## src/rtl/core/lswc_pkg.sv

```systemverilog
// Shared types and constants of the load-state window classifier.
`default_nettype none
package lswc_pkg;

    localparam int CNT_W = 4;
    localparam int LVL_W = 10;
    localparam int TMO_W = 8;

    localparam logic [LVL_W-1:0] HIGH_LEVEL_RST     = 10'd500;
    localparam logic [LVL_W-1:0] JUMP_THRESHOLD_RST = 10'd200;
    localparam logic [TMO_W-1:0] OFF_LIMIT_RST      = 8'd20;
    localparam logic [TMO_W-1:0] ON_LIMIT_RST       = 8'd2;

    typedef enum logic [1:0] {
        CFG_HIGH_LEVEL     = 2'd0,
        CFG_JUMP_THRESHOLD = 2'd1,
        CFG_OFF_LIMIT      = 2'd2,
        CFG_ON_LIMIT       = 2'd3
    } t_cfg_idx;

    typedef enum logic [1:0] {
        ST_OFF    = 2'd0,
        ST_ON     = 2'd1,
        ST_TOGGLE = 2'd2
    } t_status;

    typedef enum logic [1:0] {
        ACT_NONE = 2'd0,
        ACT_OK   = 2'd1,
        ACT_FAIL = 2'd2
    } t_action;

    typedef struct packed {
        logic [LVL_W-1:0] high_level;
        logic [LVL_W-1:0] jump_threshold;
        logic [TMO_W-1:0] off_limit;
        logic [TMO_W-1:0] on_limit;
    } t_cfg;

    typedef struct packed {
        logic p_on;
        logic p_off;
        logic p_frc;
    } t_pend;

    typedef struct packed {
        logic [CNT_W-1:0] idx;
        logic [LVL_W-1:0] prev;
        logic [CNT_W-1:0] cc;
        logic [CNT_W-1:0] hc;
        t_status          status;
        t_action          action;
        t_pend            pend;
        logic [TMO_W-1:0] tmo;
    } t_state;

    typedef struct packed {
        logic             req_on;
        logic             req_off;
        logic             req_force;
        logic [LVL_W-1:0] level;
    } t_item;

    typedef struct packed {
        logic    action_changed;
        t_action action_code;
        t_status line_status;
    } t_result;

    function automatic logic [TMO_W-1:0] sat_inc(input logic [TMO_W-1:0] v);
        sat_inc = (v == {TMO_W{1'b1}}) ? v : v + 1'b1;
    endfunction

endpackage
`default_nettype wire

```

## src/rtl/core/load_state_window_classifier.sv

```systemverilog
// Top level of the load-state window classifier: input stage, state and result register.
//
//  channel   dir  handshake                      payload
//  s_axis    in   s_axis_tvalid/s_axis_tready    tdata[15:0] level, req_force, req_off, req_on
//  m_axis    out  m_axis_tvalid/m_axis_tready    tdata[7:0]  line_status, action_code, changed
//  cfg       in   i_cfg_we (no wait)             i_cfg_idx, i_cfg_data
//
// One sample per cycle sustained, unless a window end waits on the result register:
// a transfer lands in the input register, and the step logic updates the window
// state from it. Only the last sample of a window produces a result, loaded at the
// edge that processes its input register, so it passes the input register, then the result register.
// Reset (i_rst_n low, synchronous) clears state, valids and loads register defaults.
// A stalled result stalls the step only if the result register is still full
// when the next window end comes up; other samples keep flowing.
`default_nettype none
module load_state_window_classifier
    import lswc_pkg::*;
#(
    parameter int WINDOW = 15
) (
    input  wire logic        i_clk,
    input  wire logic        i_rst_n,
    // stream in
    input  wire logic        s_axis_tvalid,
    output logic             s_axis_tready,
    input  wire logic [15:0] s_axis_tdata,   // [9:0] level, [10] req_force, [11] req_off,
                                             // [12] req_on, [15:13] zero
    // stream out
    output logic             m_axis_tvalid,
    input  wire logic        m_axis_tready,
    output logic [7:0]       m_axis_tdata,   // [1:0] line_status, [3:2] action_code,
                                             // [4] action_changed, [7:5] zero
    // configuration writes
    input  wire logic        i_cfg_we,
    input  wire logic [1:0]  i_cfg_idx,
    input  wire logic [9:0]  i_cfg_data
);

    t_cfg    r_cfg;
    t_state  r_st;
    t_state  n_st;
    logic    r_in_valid;
    t_item   r_in;
    logic    r_out_valid;
    t_result r_out;
    t_result n_out;
    logic    n_last;
    logic    proc_go;

    lswc_step #(
        .WINDOW (WINDOW)
    ) u_step (
        .i_cfg    (r_cfg),
        .i_state  (r_st),
        .i_item   (r_in),
        .o_state  (n_st),
        .o_last   (n_last),
        .o_result (n_out)
    );

    // a window-end sample may only go when the result register is free
    assign proc_go       = r_in_valid && (!n_last || !r_out_valid || m_axis_tready);
    assign s_axis_tready = !r_in_valid || proc_go;

    assign m_axis_tvalid = r_out_valid;
    assign m_axis_tdata  = {3'b000, r_out};

    // configuration registers
    always_ff @(posedge i_clk) begin
        if (!i_rst_n) begin
            r_cfg.high_level     <= HIGH_LEVEL_RST;
            r_cfg.jump_threshold <= JUMP_THRESHOLD_RST;
            r_cfg.off_limit      <= OFF_LIMIT_RST;
            r_cfg.on_limit       <= ON_LIMIT_RST;
        end else if (i_cfg_we) begin
            unique case (t_cfg_idx'(i_cfg_idx))
                CFG_HIGH_LEVEL:     r_cfg.high_level     <= i_cfg_data;
                CFG_JUMP_THRESHOLD: r_cfg.jump_threshold <= i_cfg_data;
                CFG_OFF_LIMIT:      r_cfg.off_limit      <= i_cfg_data[TMO_W-1:0];
                CFG_ON_LIMIT:       r_cfg.on_limit       <= i_cfg_data[TMO_W-1:0];
                default:            ;
            endcase
        end
    end

    // input stage
    always_ff @(posedge i_clk) begin
        if (!i_rst_n) begin
            r_in_valid <= 1'b0;
        end else if (s_axis_tready) begin
            r_in_valid <= s_axis_tvalid;
        end
    end

    always_ff @(posedge i_clk) begin
        if (s_axis_tvalid && s_axis_tready) begin
            r_in <= s_axis_tdata[12:0];
        end
    end

    // window state
    always_ff @(posedge i_clk) begin
        if (!i_rst_n) begin
            r_st <= '0;
        end else if (proc_go) begin
            r_st <= n_st;
        end
    end

    // result register
    always_ff @(posedge i_clk) begin
        if (!i_rst_n) begin
            r_out_valid <= 1'b0;
        end else if (proc_go && n_last) begin
            r_out_valid <= 1'b1;
        end else if (m_axis_tready) begin
            r_out_valid <= 1'b0;
        end
    end

    always_ff @(posedge i_clk) begin
        if (proc_go && n_last) begin
            r_out <= n_out;
        end
    end

`ifndef SYNTHESIS
    localparam logic [CNT_W-1:0] WIN_CNT_A = CNT_W'(WINDOW);

    a_idx_range: assert property (@(posedge i_clk) disable iff (!i_rst_n)
        r_st.idx < WIN_CNT_A)
        else $error("sample index beyond window");

    a_counts_bounded: assert property (@(posedge i_clk) disable iff (!i_rst_n)
        (r_st.cc <= r_st.idx) && (r_st.hc <= r_st.idx))
        else $error("window counters exceed samples seen");

    a_result_loaded: assert property (@(posedge i_clk) disable iff (!i_rst_n)
        (proc_go && n_last) |=> r_out_valid)
        else $error("window end did not load a result");

    a_result_origin: assert property (@(posedge i_clk) disable iff (!i_rst_n)
        $rose(r_out_valid) |-> $past(proc_go && n_last))
        else $error("result appeared without a window end");
`endif

endmodule
`default_nettype wire

```

## src/rtl/core/lswc_step.sv

```systemverilog
// Per-sample update: counting, window-end classification and request resolution.
`default_nettype none
module lswc_step
    import lswc_pkg::*;
#(
    parameter int WINDOW = 15
) (
    input  t_cfg    i_cfg,
    input  t_state  i_state,
    input  t_item   i_item,
    output t_state  o_state,
    output logic    o_last,
    output t_result o_result
);

    localparam logic [CNT_W-1:0] LAST_IDX = CNT_W'(WINDOW - 1);
    localparam logic [CNT_W-1:0] WIN_CNT  = CNT_W'(WINDOW);

    always_comb begin
        t_state           s;
        logic [LVL_W-1:0] prev;
        logic             hi;
        logic             jump;
        t_action          old_act;

        s = i_state;
        // requests latch ahead of the sample
        if (i_item.req_force) begin
            s.pend.p_frc = 1'b1;
        end
        if (i_item.req_off) begin
            s.pend.p_off = 1'b1;
            s.tmo        = '0;
        end
        if (i_item.req_on) begin
            s.pend.p_on = 1'b1;
            s.tmo       = '0;
        end

        prev = (i_state.idx == '0) ? i_item.level : i_state.prev;
        hi   = i_item.level > i_cfg.high_level;
        if (hi) begin
            jump = (i_item.level > prev) && ((i_item.level - prev) > i_cfg.jump_threshold);
        end else begin
            jump = (prev > i_item.level) && ((prev - i_item.level) > i_cfg.jump_threshold);
        end

        s.hc   = s.hc + CNT_W'(hi);
        s.cc   = s.cc + CNT_W'(jump);
        s.prev = i_item.level;
        s.idx  = s.idx + 1'b1;

        o_last  = (i_state.idx == LAST_IDX);
        old_act = i_state.action;

        if (o_last) begin
            priority if (s.cc == '0) begin
                if (s.hc >= WIN_CNT) begin
                    s.status = ST_ON;
                end else if (s.hc == '0) begin
                    s.status = ST_OFF;
                end
            end else if (s.cc == CNT_W'(1)) begin
                s.status = hi ? ST_ON : ST_OFF;
            end else begin
                s.status = ST_TOGGLE;
            end

            if (s.pend.p_frc) begin
                s.pend.p_frc = 1'b0;
                s.action     = (s.status == ST_OFF) ? ACT_OK : ACT_FAIL;
            end
            if (s.pend.p_off) begin
                s.tmo = sat_inc(s.tmo);
                if (s.status == ST_OFF || s.status == ST_TOGGLE) begin
                    s.pend.p_off = 1'b0;
                    s.action     = ACT_OK;
                end else if (s.tmo > i_cfg.off_limit) begin
                    s.pend.p_off = 1'b0;
                    s.action     = ACT_FAIL;
                end
            end
            if (s.pend.p_on) begin
                s.tmo = sat_inc(s.tmo);
                if (s.status == ST_ON) begin
                    s.pend.p_on = 1'b0;
                    s.action    = ACT_OK;
                end else if (s.tmo > i_cfg.on_limit) begin
                    s.pend.p_on = 1'b0;
                    s.action    = ACT_FAIL;
                end
            end

            s.idx = '0;
            s.cc  = '0;
            s.hc  = '0;
        end

        o_state                 = s;
        o_result.line_status    = s.status;
        o_result.action_code    = s.action;
        o_result.action_changed = (old_act != s.action);
    end

endmodule
`default_nettype wire

```

## config.mk

```make
export PLATFORM = sky130hd
export DESIGN_NAME = load_state_window_classifier
export DESIGN_NICKNAME = d
export VERILOG_FILES = /design/src/rtl/core/lswc_pkg.sv /design/src/rtl/core/load_state_window_classifier.sv /design/src/rtl/core/lswc_step.sv
export SDC_FILE = /design/constraint.sdc
export NUM_CORES = 1
export LEC_CHECK = 0
export ABC_AREA = 1
export BUFFER_PORTS_ARGS = -buffer_cell sky130_fd_sc_hd__buf_2
export CORE_ASPECT_RATIO = 0.5
export CORE_MARGIN = 2
export CORE_UTILIZATION = 37
export CTS_CLUSTER_DIAMETER = 30
export DETAILED_ROUTE_END_ITERATION = 7
export PLACE_DENSITY = 0.55
export SYNTH_ARGS = -nofsm -noshare
export SYNTH_HDL_FRONTEND = slang
export SYNTH_SLANG_ARGS = --single-unit
```

## constraint.sdc

```tcl
create_clock -name i_clk -period 4.8 [get_ports i_clk]
set_clock_uncertainty 0.2 [all_clocks]
set_input_delay 0.48 -clock i_clk [delete_from_list [all_inputs] [get_ports i_clk]]
set_output_delay 0.48 -clock i_clk [all_outputs]
set_load 0.05 [all_outputs]
```

======== Yosys cells after proc, flatten, opt, wreduce, memory -nomap -nowiden ========
Cells that the tools add are included.
operators by class
  add/sub/neg operators ................... 7
  $lt $le $gt $ge ......................... 8
  eq/ne operators ......................... 10
  mux-type cells .......................... 33
  reductions and logical operators ........ 22
operators with widths
  operator               number
  $mux W8                7
  $gt A10 B10 Y1         5
  $mux W23               1
  $mux W2                10
  $sub A10 B10 Y10       2
  $add A8 B1 Y8 const B  2
  $eq A8 B8 Y1 const B   2
  $gt A8 B8 Y1           2
  $logic_not A4 Y1       3
  $mux W1                10
  $mux W10               1
  $mux W3                3
  $add A4 B1 Y4          2
  $reduce_and A2 Y1      4
  $eq A2 B2 Y1 const B   3
  $logic_and A1 B1 Y1    5
  $add A4 B1 Y4 const B  1
  $eq A2 B1 Y1 const B   2
  $eq A4 B1 Y1 const B   1
  $eq A4 B4 Y1 const B   1
  $ge A4 B4 Y1 const B   1
  $logic_not A2 Y1       2
  $logic_or A1 B1 Y1     4
  $mux W4                1
  other kinds (3)        5
storage, ports and cells
  bits in registers ....................... 93
  input bits .............................. 33
  output and inout bits ................... 10
  logic and storage cells ................. 103

======== Logic depth before layout (Yosys ltp) ========
Gate-level depths: netlist of run 1.
  depth after elaboration ................. 22
  depth in mapped cells ................... 37
  depth with buffers taken out ............ 36

======== By module ========
Synthesis of run 1 repeated with hierarchy kept, for this count alone.
second synthesis, totals
  cell total of the unflattened synthesis .. 1060
  area, all modules ....................... 7225.7 um2
modules (own cells, without submodules)
  module                        instances  cells an instance  area an instance (um2)  sequential area each (um2)
  load_state_window_classifier  1          442                3651.0                  2042.0
  lswc_step                     1          618                3574.7                  0.0

======== Worst setup path before layout of run 1 ========
Ideal clock, no wire load.
  path type ............................... register to register
  from .................................... register r_st[33] in the netlist's numbering
  to ...................................... register r_out, in the netlist m_axis_tdata[4], data pin
  library setup time ...................... 252 ps
  data arrival time ....................... 4364 ps
  required time ........................... 4348 ps
  slack ................................... -16 ps
  stages on the path, launching flop included .. 35
  buffers on the path ..................... 2
  period minus slack after synthesis ...... 4816 ps
  cell sequence ........................... dfxtp_1 > inv_1 > nand4_1 > clkbuf_1 > nand2_1 > o21ai_0 > ha_1 > clkbuf_1 > a21oi_1 > o21ai_0 > a21oi_1 > nor2_1 > nor2_1 > o21ai_0 > xor2_1 > ha_1 > nand2_1 > nor4_1 > a21oi_1 > nand4_1 > nand2_1 > ha_1 > ha_1 > xnor2_1 > nand4_1 > nor2_1 > nand2_1 > nand2_1 > nand2_1 > o21ai_1 > inv_1 > nand2_1 > nand2_1 > nand2_1 > nand2_1
RTL lines
  element                   line                                 source
  start: declaration        load_state_window_classifier.sv:40   t_state r_st;
  start signal: assignment  load_state_window_classifier.sv:106  r_st <= n_st;
  end signal: assignment    load_state_window_classifier.sv:123  r_out <= n_out;
  end: declaration          load_state_window_classifier.sv:45   t_result r_out;

==> qor.csv, run 1 <==
stage,metric,value,unit
status,status,finished with violations,
status,violations,negative setup slack,
synth,ys_top_cells_by_area,"dfxtp_1, ha_1, nand2_1",
drt,avgViaCountPerCell,4.91,
timing,rsz0062_at_grt,true,
synth,yosysTopAreaCell,dfxtp_1,
critical_path,cpPeakStageDelay,0.34,ns
timing,post-route-period-util,109,%
drt,drt-total-wl,17300,µm
layout,drive_gt1_share,24.9,%
synth,ys_seq_area_share,31.1,%
drt,wl_per_cell,13.9,µm
grt,antenna_found_initial,0,
place,portBuffers,36,
place,post-dp-hpwl,12900,µm
timing,max_slew_margin,40.5,%
layout,nNetsFinal,1113,
synth,synth_top_area_share,22.9,%
floorplanning,io_pins,43,
drt,drt_first_iter_violations,234,
layout,final_common_cell,nand2_1,
critical_path,required,4.69,ns
layout,antennaDiodeCount,0,
synth,netlist_area,6560,µm²
clock_tree,htree_levels,3,
floorplanning,initial_core_util,37.8,%
timing,layout_setup_ws,-0.414,ns
synth,syn_inst,902,
synth,yosys_register_bits,93,
critical_path,start_kind,register,
critical_path,critPathMaxFanout,5,
place,gp_congestion,0.869,
drt,drc,0,
synth,synth_cell_types,46,
timing,tightest_slew,0.890,ns
critical_path,rr_startpoint,r_st[36],
critical_path,crit_arrival,5.11,ns
drt,final_antenna_net_count,0,
place,dpl-instance-area,7310,µm²
clock_tree,clk_pin_slew,0.07,ns
place,place_inst,1196,
run,cap_viol_max_count,0,
synth,ys.flop_type,dfxtp_1,
layout,final_core_util,47.1,%
grt,grt_use_total,19.0,%
drt,vias,6118,
timing,hold_viol_final,0,
power,p_per_area,296,nW/µm²
clock_tree,cts_made_buffers,9,
timing,tns,-2.46,ns
timing,finalSetupViolCount,10,
grt,grt_overflow,0,
grt,grt_pass1_wl,28600,µm
worst_hold_path,min_path_type,input pin to register,
timing,drv_slew,0,
clock_tree,tritoncts,built,
layout,final_cell_area,8170,µm²
power,p_total,2.42,mW
critical_path,path_common_cell,nand2_1,
clock_tree,insertion_delay,0.34,ns
clock_tree,clockBufferDepth,2,
synth,syn_avg_cell_area,7.28,µm²
critical_path,cpLargestDelayFamily,simple AND/OR/NAND/NOR gates,
synth,ys_warn_count,0,
timing,period_minus_slack,5.21,ns
timing,holdWs,0.113,ns
clock_tree,cts_root_buffer,clkbuf_16,
critical_path,critPathBufInv,4,
power,ir_worst_vdd,0.167,mV
floorplanning,die_width,192,µm
critical_path,cp-end-kind,register,
grt,grt_pass1_vias,5812,
critical_path,slowest_stage,ha_1,
critical_path,startpoint,r_st[36],
synth,async_flop_share,0,%
layout,layout_common_cells,"nand2_1, inv_1, a21oi_1",
timing,fmax,192,MHz
grt,grt_max_degree,60,
clock_tree,clock-sinks,93,
floorplanning,core,17400,µm²
layout,stdcell_count,1246,
critical_path,critPathKind,register to register,
synth,synth_edf_count,18,
worst_hold_path,min-delay-start,s_axis_tdata[1],
power,p_leak,3.76,nW
floorplanning,row_count,34,
place,pre_cts_slack,-0.526,ns
floorplanning,die-area,18900,µm²
floorplanning,die_h,98.2,µm
drt,first_pass_iters,4,
layout,area_growth,24.5,%
final timing paths:
check	endpoint	slack [ns]	depth (start not counted)
setup / recovery	m_axis_tdata[4]	-0.41	34
hold / removal	r_in[1]	0.11	1
hold reg to reg	r_st[8]	0.25	2
setup reg to reg	m_axis_tdata[4]	-0.41	34
synth_stat cells, types with 2 or more instances:
cell type / number
nand4_1: 16
buf_1: 2
o21a_1: 4
o221ai_1: 3
clkbuf_1: 23
nand3_4: 3
fa_1: 2
a21oi_1: 96
or2_2: 2
o21ai_1: 8
o211ai_1: 13
buf_4: 3
inv_1: 124
a31oi_1: 3
o21bai_1: 2
xnor2_1: 4
xor2_1: 17
a21oi_2: 4
nor3_1: 5
dfxtp_1: 75
ha_1: 71
nand3_2: 8
a211oi_1: 4
nor2_1: 52
buf_2: 3
edfxtp_1: 18
inv_4: 2
nor2_4: 8
nand2_2: 15
inv_2: 4
nand2_1: 176
clkinv_1: 4
nor4_1: 3
o21ai_0: 75
nand3_1: 39
report_power, final:
part / internal, mW / switching (mW) / total (mW)
sequential: 0.835 / 0.0246 / 0.860
combinational: 0.383 / 0.487 / 0.870
clock: 0.381 / 0.304 / 0.686
total: 1.60 / 0.816 / 2.42
worst reg2reg max path, delay by kind of cell, from the launching register on:
family	cells	cell delay (ns)
AOI/OAI and AO/OA	6	0.76
xor gates and xnor gates	2	0.37
adders and majority gates	4	0.94
buffers and inverters	4	0.53
DFF	1	0.33
and+or+nand+nor	18	1.87
routing by layer:
layer,share of wire (%),GRT usage [%],vias up
li1,-,-,3201
met1,50,25.6,2820
met2,47,32.4,86
met3,2.5,2.98,11
met4,0.97,3.46,0
met5,0,0,-
final cells by class:
class	count	area [µm²]
clock buffers	12	258
multi-input cells	645	4190
repair buffers	124	856
clock inverters	4	21.3
fillers	1740	9190
flip-flops and latches	93	2040
inverters	134	510
well taps	234	293
sequential cells by signal, summed over array words and instances, names as in the netlist:
signal,cells
m_axis_tvalid,1
r_in_valid,1
r_st,37
r_cfg,36
r_in,13
m_axis_tdata,5
kinds of logic after synthesis:
| kind of cell | count (synthesis) | share of synthesized area (%) |
|---|---|---|
| and+or+nand+nor | 333 | 24.1 |
| AOI/OAI and AO/OA | 215 | 17.9 |
| buffers and inverters | 166 | 9.91 |
| DFF | 93 | 31.1 |
| adders and majority gates | 73 | 14.1 |
| xor gates and xnor gates | 21 | 2.80 |
| other | 1 | 0.0571 |
timing repair:
action,in CTS,in global routing
pin swaps,17,35
hold buffers,0,0
buffers inserted,26,7
cloned,1,0
hold endpoints to repair,0,0
setup endpoints to repair,10,35
gates resized for setup,62,37
Power figures use the tool's default switching activity.
==> run 2: changes to the inputs <==
ABC_AREA = default   (was 1)
==> run 2 against run 1 <==
  * The flow still finishes with violations (negative setup slack)
  * Fmax decreased by 6.6%
  * Sequential share of layout area decreased by 0.57 points
  * Sequential cell count unchanged
  * Worst setup slack got worse by 0.37 ns
  * Critical path type unchanged
  * Critical endpoint unchanged
  * Largest power group is now registers
==> qor.csv, run 2 <==
stage,metric,value,unit,change
critical_path,startpoint,r_st[33],,
drt,drc,0,,unchanged
worst_hold_path,min_path_type,input pin to register,,
layout,n_fill_cell,1697,,-2.5%
critical_path,rr_startpoint,r_st[33],,
timing,finalSetupViolCount,11,,+1
place,post-dp-hpwl,13600,µm,+5.2%
place,dpl-instance-area,7850,µm²,+7.4%
run,cap_viol_max_count,0,,unchanged
timing,hold_viol_final,0,,unchanged
worst_hold_path,min-delay-start,s_axis_tdata[10],,
synth,synth_commonest_cells,"nand2_1, dfxtp_1, inv_1",,
floorplanning,io_pins,43,,unchanged
timing,fmax,179,MHz,-6.6%
place,pre_cts_slack,-0.893,ns,-0.366 ns
critical_path,cp-end-kind,register,,
clock_tree,clockBufferDepth,2,,unchanged
layout,nNetsFinal,1035,,-7.0%
power,p_total,2.36,mW,-2.2%
worst_hold_path,whs_path_depth,1,,unchanged
clock_tree,htree_levels,3,,unchanged
status,status,finished with violations,,
timing,holdWs,0.105,ns,-0.00710 ns
floorplanning,initial_core_util,38.4,%,+0.60 points
drt,first_pass_iters,4,,unchanged
layout,layout_common_cells,"nand2_1, buf_4, dfxtp_1",,
power,power_switching,0.733,mW,-10%
synth,syn_avg_cell_area,8.25,µm²,+13%
synth,ys_seq_area_share,30.1,%,-1.0 points
power,p_per_area,283,nW/µm²,-4.4%
drt,avgViaCountPerCell,5.08,,+3.4%
floorplanning,die-area,19500,µm²,+3.2%
power,ir_worst_vdd,0.155,mV,-7.4%
power,p_int,1.63,mW,+1.9%
drt,final_antenna_net_count,0,,unchanged
clock_tree,cts_made_buffers,9,,unchanged
clock_tree,clk_pin_slew,0.07,ns,about the same
layout,antennaDiodeCount,0,,unchanged
status,violations,negative setup slack,,
synth,async_flop_share,0,%,unchanged
synth,yosysTopAreaCell,dfxtp_1,,
synth,synthXorXnorAreaFrac,3.49,%,+0.68 points
floorplanning,core,17700,µm²,+1.7%
power,p_leak,3.63,nW,-3.5%
clock_tree,cts_hold_buf,0,,unchanged
synth,synthAdderAreaFrac,13.7,%,-0.46 points
grt,grt_pass1_vias,5822,,+0.17%
critical_path,required,4.67,ns,-0.02 ns
clock_tree,cts_root_buffer,clkbuf_16,,
clock_tree,tritoncts,built,,
synth,ys_warn_count,0,,unchanged
synth,syn_inst,822,,-8.9%
power,pwr-share-seq,35.6,%,about the same
synth,synth_edf_count,18,,unchanged
grt,grt_overflow,0,,unchanged
critical_path,crit_arrival,5.46,ns,+0.35 ns
grt,antenna_found_initial,0,,unchanged
synth,synth.area.mux_share,3.06,%,+3.1 points
layout,final_core_util,47.3,%,+0.28 points
synth,netlist_area,6780,µm²,+3.3%
layout,drive_gt1_share,23.6,%,-1.3 points
place,place_inst,1145,,-4.3%
power,switching_share,31.0,%,-2.8 points
power,p_comb_share,32.1,%,-3.9 points
critical_path,cpPeakStageDelay,0.36,ns,+0.02 ns
timing,max_slew_margin,40.7,%,+0.28 points
grt,grt_use_total,19.0,%,+0.019 points
critical_path,slowest_stage,mux2_2,,
synth,synth.most_common_cell,nand2_1,,
place,portBuffers,36,,unchanged
timing,post-route-period-util,116,%,+7.7 points
layout,stdcell_count,1168,,-6.3%
timing,tightest_slew,0.885,ns,-0.00475 ns
drt,drt-total-wl,17600,µm,+2.0%
drt,drt_first_iter_violations,275,,+18%
timing,drv_slew,0,,unchanged
critical_path,start_kind,register,,
critical_path,critPathMaxFanout,6,,+1
synth,synth_top_family_by_area,simple AND/OR/NAND/NOR gates,,
grt,grt_max_degree,73,,+22%
timing,period_minus_slack,5.58,ns,+0.370 ns
layout,largest_reg_flops,37,,unchanged
synth,ys.flop_type,dfxtp_1,,
synth,synth_cell_types,79,,+72%
timing,layout_setup_ws,-0.784,ns,-0.370 ns
drt,vias,5930,,-3.1%
floorplanning,row_count,34,,unchanged
layout,final_cell_area,8360,µm²,+2.3%
layout,area_growth,23.2,%,
place,gp_congestion,0.930,,+6.9%
floorplanning,die_h,99.7,µm,+1.6%
floorplanning,die_width,195,µm,+1.6%
drt,wl_per_cell,15.1,µm,+8.8%
grt,grt_pass1_wl,29300,µm,+2.6%
synth,synth_top_area_share,22.1,%,-0.74 points
layout,largest-register,r_st,,
layout,top_regs,"r_st: 37 flops, r_cfg: 36 flops, r_in: 13 flops",,
synth,yosys_register_bits,93,,unchanged
critical_path,worstRegToRegCells,27,,-21%
critical_path,path_common_cell,a21o_1,,
timing,tns,-5.45,ns,-2.99 ns
synth,synth-simple-area-share,22.5,%,-1.6 points
layout,final_common_cell,nand2_1,,
clock_tree,clock-sinks,93,,unchanged
clock_tree,insertion_delay,0.35,ns,about the same
timing,rsz0062_at_grt,true,,
layout,multi_input_area,4520,µm²,+8.1%
synth,ys_top_cells_by_area,"dfxtp_1, ha_1, edfxtp_1",,
power,p_clk_share,32.3,%,+3.9 points
critical_path,critPathKind,register to register,,
synth,synth_compound_area_share,20.7,%,+2.8 points
layout,regArea,2040,µm²,unchanged
run 2: layout make-up:
type | count | share of cell area, %
inverter | 72 | 3.23
tap | 234 | 3.50
clock buffer | 11 | 3.08
multi-input combinational | 621 | 54.1
timing repair buffer | 132 | 10.9
clock inverter | 5 | 0.674
sequential | 93 | 24.5
run 2: layer usage:
layer	wire, µm	vias to the layer above	global-route usage, %
li1	-	3088	-
met1	9200	2763	26.8
met2	7730	64	30.8
met3	538	15	3.46
met4	156	0	3.23
met5	0	-	0
run 2: path summary, 6_finish.rpt:
kind,endpoint,slack [ns]
worst max register to register,m_axis_tdata[4],-0.78
worst min register to register,r_st[8],0.26
worst min-delay path,r_in[10],0.11
worst max-delay path,m_axis_tdata[4],-0.78
run 2: critical path: cells and delay by family, from the launching register on:
family                     cells  cell delay (ns)
muxes                          1             0.36
xor gates and xnor gates       1             0.13
and+or+nand+nor                5             0.91
adders and majority gates      4             0.96
buffers and inverters          3             0.41
AOI/OAI and AO/OA             13             2.02
DFF                            1             0.34
run 2: repair_timing:
action / CTS / global route
setup endpoints to repair: 12 / 14
buffers inserted: 5 / 2
pin swaps: 18 / 12
resized for setup: 17 / 18
run 2: power by group through the flow:
stage | Combinational [mW] | Sequential, mW | Clock [mW]
6_report | 0.758 | 0.842 | 0.762
3_5_place_dp | 0.702 | 0.860 | 0
3_3_place_gp | 0.695 | 0.859 | 0
5_1_grt | 0.853 | 0.846 | 0.813
2_1_floorplan | 0.469 | 0.858 | 0
4_1_cts | 0.739 | 0.842 | 0.777
run 2: kinds of logic after synthesis:
group,Yosys count
adders and majority gates,73
muxes,19
AOI/OAI and AO/OA,204
other,1
buffers and inverters,110
and+or+nand+nor,295
xor gates and xnor gates,27
DFF,93
